--- src/sv/i2cws_pkg.sv ---
// ----------------------------------------------------------------------------
// i2cws_pkg
// Command codes and queue entry type of the I2C write sequencer.
// ----------------------------------------------------------------------------
`default_nettype none

package i2cws_pkg;

	localparam logic [1:0] KIND_START = 2'd0;
	localparam logic [1:0] KIND_STOP  = 2'd1;
	localparam logic [1:0] KIND_WRITE = 2'd2;

	localparam logic [3:0] ACK_BIT    = 4'd8;

	typedef struct packed {
		logic [1:0] kind;
		logic [7:0] data;
	} cmd_t;

endpackage

`default_nettype wire

--- src/sv/i2c_master_write_sequencer_core.sv ---
// A command's input beat is registered in the front stage, then in the queue, and its
// first pin-state beat is registered at the back output. Beats are paced by the hold
// counter; a byte write issues 27 beats, a start 3 and a stop 2.
// Input beats enter every cycle while the two-entry queue and front stage have room.
// Reset (arst_n low, asynchronous) empties the queue and sets scl_q, sda_q idle high.
// ----------------------------------------------------------------------------
// i2c_master_write_sequencer_core
// Write-only I2C master: turns start, stop and byte commands into timed pin states.
// ----------------------------------------------------------------------------
`default_nettype none

module i2c_master_write_sequencer_core import i2cws_pkg::*; #(
	parameter int HOLD_CYCLES = 50
) (
	input  wire logic       clk,
	input  wire logic       arst_n,
	input  wire logic       in_valid,
	output      logic       in_stall,
	input  wire logic [1:0] kind,
	input  wire logic [7:0] data_byte,
	output      logic       out_valid,
	input  wire logic       out_stall,
	output      logic       scl_level,
	output      logic       sda_level,
	output      logic       last_step
);

	logic push_valid;
	logic push_ready;
	cmd_t push_cmd;
	logic pop_valid;
	logic pop;
	cmd_t pop_cmd;

	i2cws_front u_front (
		.clk        (clk),
		.arst_n     (arst_n),
		.in_valid   (in_valid),
		.in_stall   (in_stall),
		.kind       (kind),
		.data_byte  (data_byte),
		.push_valid (push_valid),
		.push_ready (push_ready),
		.push_cmd   (push_cmd)
	);

	i2cws_fifo u_fifo (
		.clk        (clk),
		.arst_n     (arst_n),
		.push_valid (push_valid),
		.push_ready (push_ready),
		.push_cmd   (push_cmd),
		.pop_valid  (pop_valid),
		.pop        (pop),
		.pop_cmd    (pop_cmd)
	);

	i2cws_back #(
		.HOLD_CYCLES (HOLD_CYCLES)
	) u_back (
		.clk       (clk),
		.arst_n    (arst_n),
		.pop_valid (pop_valid),
		.pop       (pop),
		.pop_cmd   (pop_cmd),
		.out_valid (out_valid),
		.out_stall (out_stall),
		.scl_level (scl_level),
		.sda_level (sda_level),
		.last_step (last_step)
	);

endmodule

`default_nettype wire

--- src/sv/i2cws_front.sv ---
// ----------------------------------------------------------------------------
// i2cws_front
// Input stage: takes command beats, drops unknown codes, feeds the queue.
// ----------------------------------------------------------------------------
`default_nettype none

module i2cws_front import i2cws_pkg::*; (
	input  wire logic       clk,
	input  wire logic       arst_n,
	input  wire logic       in_valid,
	output      logic       in_stall,
	input  wire logic [1:0] kind,
	input  wire logic [7:0] data_byte,
	output      logic       push_valid,
	input  wire logic       push_ready,
	output      cmd_t       push_cmd
);

	logic valid_s1;
	cmd_t cmd_s1;
	logic load;
	logic known;

	assign in_stall = valid_s1 && !push_ready;
	assign load     = in_valid && !in_stall;
	assign known    = (kind == KIND_START) || (kind == KIND_STOP) || (kind == KIND_WRITE);

	always_ff @(posedge clk or negedge arst_n) begin
		if (!arst_n) begin
			valid_s1 <= 1'b0;
		end else if (load) begin
			valid_s1 <= known;
		end else if (push_ready) begin
			valid_s1 <= 1'b0;
		end
	end

	always_ff @(posedge clk) begin
		if (load) begin
			cmd_s1.kind <= kind;
			cmd_s1.data <= (kind == KIND_WRITE) ? data_byte : 8'd0;
		end
	end

	assign push_valid = valid_s1;
	assign push_cmd   = cmd_s1;

endmodule

`default_nettype wire

--- src/sv/i2cws_fifo.sv ---
// ----------------------------------------------------------------------------
// i2cws_fifo
// Two-entry command queue between front and back.
// ----------------------------------------------------------------------------
`default_nettype none

module i2cws_fifo import i2cws_pkg::*; (
	input  wire logic clk,
	input  wire logic arst_n,
	input  wire logic push_valid,
	output      logic push_ready,
	input  wire cmd_t push_cmd,
	output      logic pop_valid,
	input  wire logic pop,
	output      cmd_t pop_cmd
);

	cmd_t       mem_q [2];
	logic       wr_ptr_q;
	logic       rd_ptr_q;
	logic [1:0] cnt_q;
	logic       do_push;
	logic       do_pop;

	assign push_ready = (cnt_q != 2'd2);
	assign pop_valid  = (cnt_q != 2'd0);
	assign do_push    = push_valid && push_ready;
	assign do_pop     = pop && pop_valid;
	assign pop_cmd    = mem_q[rd_ptr_q];

	always_ff @(posedge clk or negedge arst_n) begin
		if (!arst_n) begin
			wr_ptr_q <= 1'b0;
			rd_ptr_q <= 1'b0;
			cnt_q    <= 2'd0;
		end else begin
			if (do_push) begin
				wr_ptr_q <= !wr_ptr_q;
			end
			if (do_pop) begin
				rd_ptr_q <= !rd_ptr_q;
			end
			if (do_push && !do_pop) begin
				cnt_q <= cnt_q + 2'd1;
			end else if (do_pop && !do_push) begin
				cnt_q <= cnt_q - 2'd1;
			end
		end
	end

	always_ff @(posedge clk) begin
		if (do_push) begin
			mem_q[wr_ptr_q] <= push_cmd;
		end
	end

endmodule

`default_nettype wire

--- src/sv/i2cws_back.sv ---
// ----------------------------------------------------------------------------
// i2cws_back
// Pin sequencer: steps through each command and paces the pin-state beats.
// ----------------------------------------------------------------------------
`default_nettype none

module i2cws_back import i2cws_pkg::*; #(
	parameter int HOLD_CYCLES = 50
) (
	input  wire logic clk,
	input  wire logic arst_n,
	input  wire logic pop_valid,
	output      logic pop,
	input  wire cmd_t pop_cmd,
	output      logic out_valid,
	input  wire logic out_stall,
	output      logic scl_level,
	output      logic sda_level,
	output      logic last_step
);

	localparam int HW = (HOLD_CYCLES > 1) ? $clog2(HOLD_CYCLES) : 1;
	// beat taken, hold_q counts down from HOLD_RELOAD, then the next beat issues
	localparam logic [HW-1:0] HOLD_RELOAD = HW'((HOLD_CYCLES > 2) ? HOLD_CYCLES - 2 : 0);
	localparam bit GAPLESS = (HOLD_CYCLES == 1);

	logic          busy_q;
	logic [1:0]    kind_q;
	logic [7:0]    shreg_q;
	logic [3:0]    bit_q;
	logic [1:0]    ph_q;
	logic          scl_q;
	logic          sda_q;
	logic [HW-1:0] hold_q;
	logic          out_valid_q;
	logic          scl_level_q;
	logic          sda_level_q;
	logic          last_step_q;

	logic nscl;
	logic nsda;
	logic nlast;
	logic out_take;
	logic slot_free;
	logic emit;

	assign out_take  = out_valid_q && !out_stall;
	assign slot_free = (hold_q == '0) && (!out_valid_q || (out_take && GAPLESS));
	assign emit      = busy_q && slot_free;
	assign pop       = pop_valid && (!busy_q || (emit && nlast));

	always_comb begin
		nscl  = scl_q;
		nsda  = sda_q;
		nlast = 1'b0;
		unique case (kind_q)
			KIND_START: begin
				case (ph_q)
					2'd0: begin
						nscl = 1'b1;
						nsda = 1'b1;
					end
					2'd1: nsda = 1'b0;
					default: begin
						nscl  = 1'b0;
						nlast = 1'b1;
					end
				endcase
			end
			KIND_STOP: begin
				case (ph_q)
					2'd0: begin
						nscl = 1'b1;
						nsda = 1'b0;
					end
					default: begin
						nsda  = 1'b1;
						nlast = 1'b1;
					end
				endcase
			end
			KIND_WRITE: begin
				case (ph_q)
					2'd0:    nsda = (bit_q == ACK_BIT) ? 1'b1 : shreg_q[7];
					2'd1:    nscl = 1'b1;
					default: begin
						nscl  = 1'b0;
						nlast = (bit_q == ACK_BIT);
					end
				endcase
			end
			default: ;
		endcase
	end

	always_ff @(posedge clk or negedge arst_n) begin
		if (!arst_n) begin
			busy_q      <= 1'b0;
			ph_q        <= 2'd0;
			bit_q       <= 4'd0;
			scl_q       <= 1'b1;
			sda_q       <= 1'b1;
			hold_q      <= '0;
			out_valid_q <= 1'b0;
		end else begin
			if (out_take) begin
				hold_q <= HOLD_RELOAD;
			end else if (hold_q != '0) begin
				hold_q <= hold_q - HW'(1);
			end

			if (emit) begin
				out_valid_q <= 1'b1;
			end else if (out_take) begin
				out_valid_q <= 1'b0;
			end

			if (pop) begin
				busy_q <= 1'b1;
				ph_q   <= 2'd0;
				bit_q  <= 4'd0;
			end else if (emit) begin
				if (nlast) begin
					busy_q <= 1'b0;
				end
				if (kind_q == KIND_WRITE && ph_q == 2'd2) begin
					ph_q  <= 2'd0;
					bit_q <= bit_q + 4'd1;
				end else begin
					ph_q <= ph_q + 2'd1;
				end
			end

			if (emit) begin
				scl_q <= nscl;
				sda_q <= nsda;
			end
		end
	end

	always_ff @(posedge clk) begin
		if (pop) begin
			kind_q  <= pop_cmd.kind;
			shreg_q <= pop_cmd.data;
		end else if (emit && kind_q == KIND_WRITE && ph_q == 2'd2) begin
			shreg_q <= {shreg_q[6:0], 1'b0};
		end
		if (emit) begin
			scl_level_q <= nscl;
			sda_level_q <= nsda;
			last_step_q <= nlast;
		end
	end

	assign out_valid = out_valid_q;
	assign scl_level = scl_level_q;
	assign sda_level = sda_level_q;
	assign last_step = last_step_q;

endmodule

`default_nettype wire

--- config.mk ---
export PLATFORM = sky130hd
export DESIGN_NAME = i2c_master_write_sequencer_core
export DESIGN_NICKNAME = d
export VERILOG_FILES = /design/src/sv/i2cws_pkg.sv /design/src/sv/i2c_master_write_sequencer_core.sv /design/src/sv/i2cws_front.sv /design/src/sv/i2cws_fifo.sv /design/src/sv/i2cws_back.sv
export SDC_FILE = /design/constraint.sdc
export NUM_CORES = 1
export LEC_CHECK = 0
export BUFFER_PORTS_ARGS = -buffer_cell sky130_fd_sc_hd__buf_2
export CAP_MARGIN = 20
export CORE_MARGIN = 4
export CORE_UTILIZATION = 29
export CTS_BUF_LIST = sky130_fd_sc_hd__clkbuf_2
export DETAILED_ROUTE_END_ITERATION = 12
export SKIP_LAST_GASP = 1
export SLEW_MARGIN = 20
export SYNTH_ARGS = -nofsm -noshare
export SYNTH_HDL_FRONTEND = slang
export SYNTH_SLANG_ARGS = --single-unit
--- constraint.sdc ---
create_clock -name clk -period 2.6 [get_ports clk]
set_input_delay 0.39 -clock clk [delete_from_list [all_inputs] [get_ports clk]]
set_output_delay 0.39 -clock clk [all_outputs]
set_load 0.01 [all_outputs]
==> flow_summary.yaml <==
detailed_routing:
  ant_nets: 0
  drt_first_pass_iters: 5
  routed-via-count: 1485
  drtIter0Drc: 55
  via_per_inst: 4.15
  route.final.wire_length_um: 4020
  wl_per_cell_um: 11.2
  drc_errors: 0
worst_setup_path:
  r2r_cells: 7
  crit_required_ns: 2.80
  worstSetupPathType: "reg -> reg"
  r2r_end: "u_back.shreg_q[7]$_DFFE_PP_"
  r2r-start: "u_back.bit_q[0]$_DFFE_PN0P_"
  arrival_ns: 2.52
  worstPathMaxFanout: 18
  r2r_slack_ns: 0.29
  cp-start-kind: "flip-flop"
  cp-end-kind: "flip-flop"
clock_network:
  ctsHtreeMaxLevel: 3
  cts_buffer_depth: 2
  cts_tree: "built"
  cts_setup_buffers: 0
  numCtsBuffers: 9
  clockRootBuffer: "clkbuf_2"
  cts_resized: 0
  clock_latency_ns: 0.51
  clkSlewWorstSetupHoldPaths_ns: 0.19
  cts.sinks: 64
timing:
  hold_violations: 0
  final.setup.tns_ns: 0
  rsz0062_at_grt: "false"
  slew_headroom_pct: 46.8
  setup_violations: 0
  min_period_ns: 2.31
  fmax_mhz: 432
  timing.final.ws_setup_ns: 0.286
  fin_crit_sh_pct: 89.0
  tightest_slew_ns: 0.797
  skew_ns: 0.0180
  slew_violations: 0
floorplan:
  die_h_um: 106
  initial_core_util_pct: 29.9
  die_area_mm2: 0.0111
  coreArea_mm2: 0.00924
  fp-row-count: 35
  pin_count: 19
  die_x_um: 106
power:
  pwr_density_cell_mw_per_mm2: 888
  vdd_drop_max_uv: 362
  finalPower_mw: 2.78
  leakage_nw: 1.26
min_path:
  worstHoldStart: "kind[0]"
  min_to: "u_front.push_cmd[8]$_DFFE_PP_"
  hold_class: "in -> reg"
  hold_depth: 1
global_route:
  overflow: 0
  antenna_found_initial: 1
  grt_start_max_net_pins: 22
  grt_pass1_wl_um: 6950
  grt_pass1_vias: 1499
  globalRouteTotalUtil_pct: 8.29
layout:
  drive_above_1_share_pct: 27.2
  final_cells: 358
  fin_nets: 242
  area_growth_pct: 13.6
  post-route-util_pct: 33.9
placed_design:
  placedCellCount: 340
  hpwl_um: 2790
  post-place-ws_ns: 0.240
  gp_congestion: 0.693
  io_buffers: 18
yosys:
  synth_edf_count: 43
  yosysWarnings: 0
  synth_cell_types: 41
  synthCells: 192
  ys_seq_area_share_pct: 65.9
  ys_ff_latch: 64
  syn_nets: 211
  synth_area_mm2: 0.00276
  syn-mean-instance-area_um2: 14.4
  synthFlopType: "edfxtp_1"
  synthArstFlopShare_pct: 32.8
flow_run:
  drv_cap: 0
run_status:
  status: "finished, final reports clean"
[state kept, by name, indices dropped and copies added, names as in the netlist, 2 cells and up]
signal,cells
u_back.bit_q,4
u_back.hold_q,6
u_back.kind_q,2
u_back.ph_q,2
u_back.shreg_q,8
u_fifo.cnt_q,2
u_fifo.mem_q,20
u_front.push_cmd,10
[repair_timing]
action	4_1_cts	5_1_grt
endpoints found under the setup margin	0	0
hold buffers	1	0
hold endpoints to repair	19	0
[cells in the final DEF (no fill, tap or decap), types with 2 or more instances in the layout]
master / count
a21o_1: 2
nand3b_1: 2
dfstp_2: 2
and2_1: 8
clkinvlp_4: 2
xor2_1: 4
ha_1: 5
edfxtp_1: 43
buf_2: 18
nor2_1: 16
dfrtp_1: 19
inv_1: 9
a21oi_1: 6
mux2i_1: 3
and3b_1: 2
nand2b_1: 4
nor2b_1: 7
clkbuf_2: 9
o31ai_1: 2
nand2_1: 9
nand4b_1: 2
buf_4: 4
xnor2_1: 5
mux2_2: 17
inv_6: 3
o21ai_0: 3
or3_1: 2
[stage by stage]
step           instance area [µm²]  hold slack (ns)
4_1_cts                       3130           0.0219
3_3_place_gp                  3020            0.390
5_1_grt                       3140           0.0110
3_5_place_dp                  3020            0.387
2_1_floorplan                 2760           0.0944
6_report                      3140           0.0767
[worst max-delay path by stage]
stage                                      start                           to  depth (start not counted)
finish               u_back.bit_q[0]$_DFFE_PN0P_  u_back.shreg_q[7]$_DFFE_PP_                          7
global placement     u_back.bit_q[0]$_DFFE_PN0P_  u_back.shreg_q[3]$_DFFE_PP_                          7
detailed placement   u_back.bit_q[0]$_DFFE_PN0P_  u_back.shreg_q[5]$_DFFE_PP_                          7
floorplan           u_back.hold_q[2]$_DFFE_PN0P_  u_fifo.cnt_q[1]$_DFFE_PN0P_                          8
global route         u_back.bit_q[0]$_DFFE_PN0P_  u_back.shreg_q[5]$_DFFE_PP_                          7
CTS                  u_back.bit_q[0]$_DFFE_PN0P_  u_back.shreg_q[7]$_DFFE_PP_                          7
[cell usage after synthesis, types with 3 or more instances]
cell type  instances  area share (%)
nor2b_1            7             1.6
edfxtp_1          43              47
o21ai_0            3            0.54
inv_1              9             1.2
mux2_2            17             6.9
nand2b_1           4            0.91
xor2_1             4             1.3
mux2i_1            3             1.1
nor2_1            16             2.2
a21oi_1            6             1.1
ha_1               5             2.3
xnor2_1            5             1.6
and2_1             8             1.8
dfrtp_1           19              17
nand2_1            9             1.2
[cell families (layout without fill, tap and decap cells)]
logic type	Yosys count	count (layout)	share of synthesized area (%)
flops	64	64	65.9
other cells	0	1	0
simple gates	60	60	12.8
xor+xnor	9	9	2.85
fa+ha+maj	5	5	2.27
buf+inv	12	48	1.90
mux	21	21	8.43
compound gates	21	21	5.85
[power by group]
| part | leakage (nW) | internal (mW) | switching (mW) |
|---|---|---|---|
| clock | 0.0593 | 0.135 | 0.390 |
| combinational | 0.536 | 0.359 | 0.350 |
| sequential | 0.660 | 1.37 | 0.184 |
| total | 1.26 | 1.86 | 0.923 |
[layer usage]
metal  up-vias  GRT usage, %  part of all wire [%]
li1        761             -                     -
met4         0          4.72                   2.7
met2        30          11.8                    44
met5         -             0                     0
met3         7          4.16                   5.7
met1       687          10.1                    47
[worst max-delay path, stage by stage (launching register included)]
cell,delay [ns]
dfrtp_1,0.44
inv_1,0.10
ha_1,0.15
nand3b_1,0.10
o22a_1,0.26
o41ai_4,0.32
buf_4,0.29
nand2b_1,0.36
[final cells by class]
type	count	area [µm²]
inverters	9	33.8
clock inverters	7	55.1
flip-flops and latches	64	1820
fillers	926	6100
well taps	129	161
clock buffers	9	45.0
multi-input cells	116	890
diodes	1	2.50
repair buffers	23	130
Note: power is estimated with default switching activity, not from simulation.
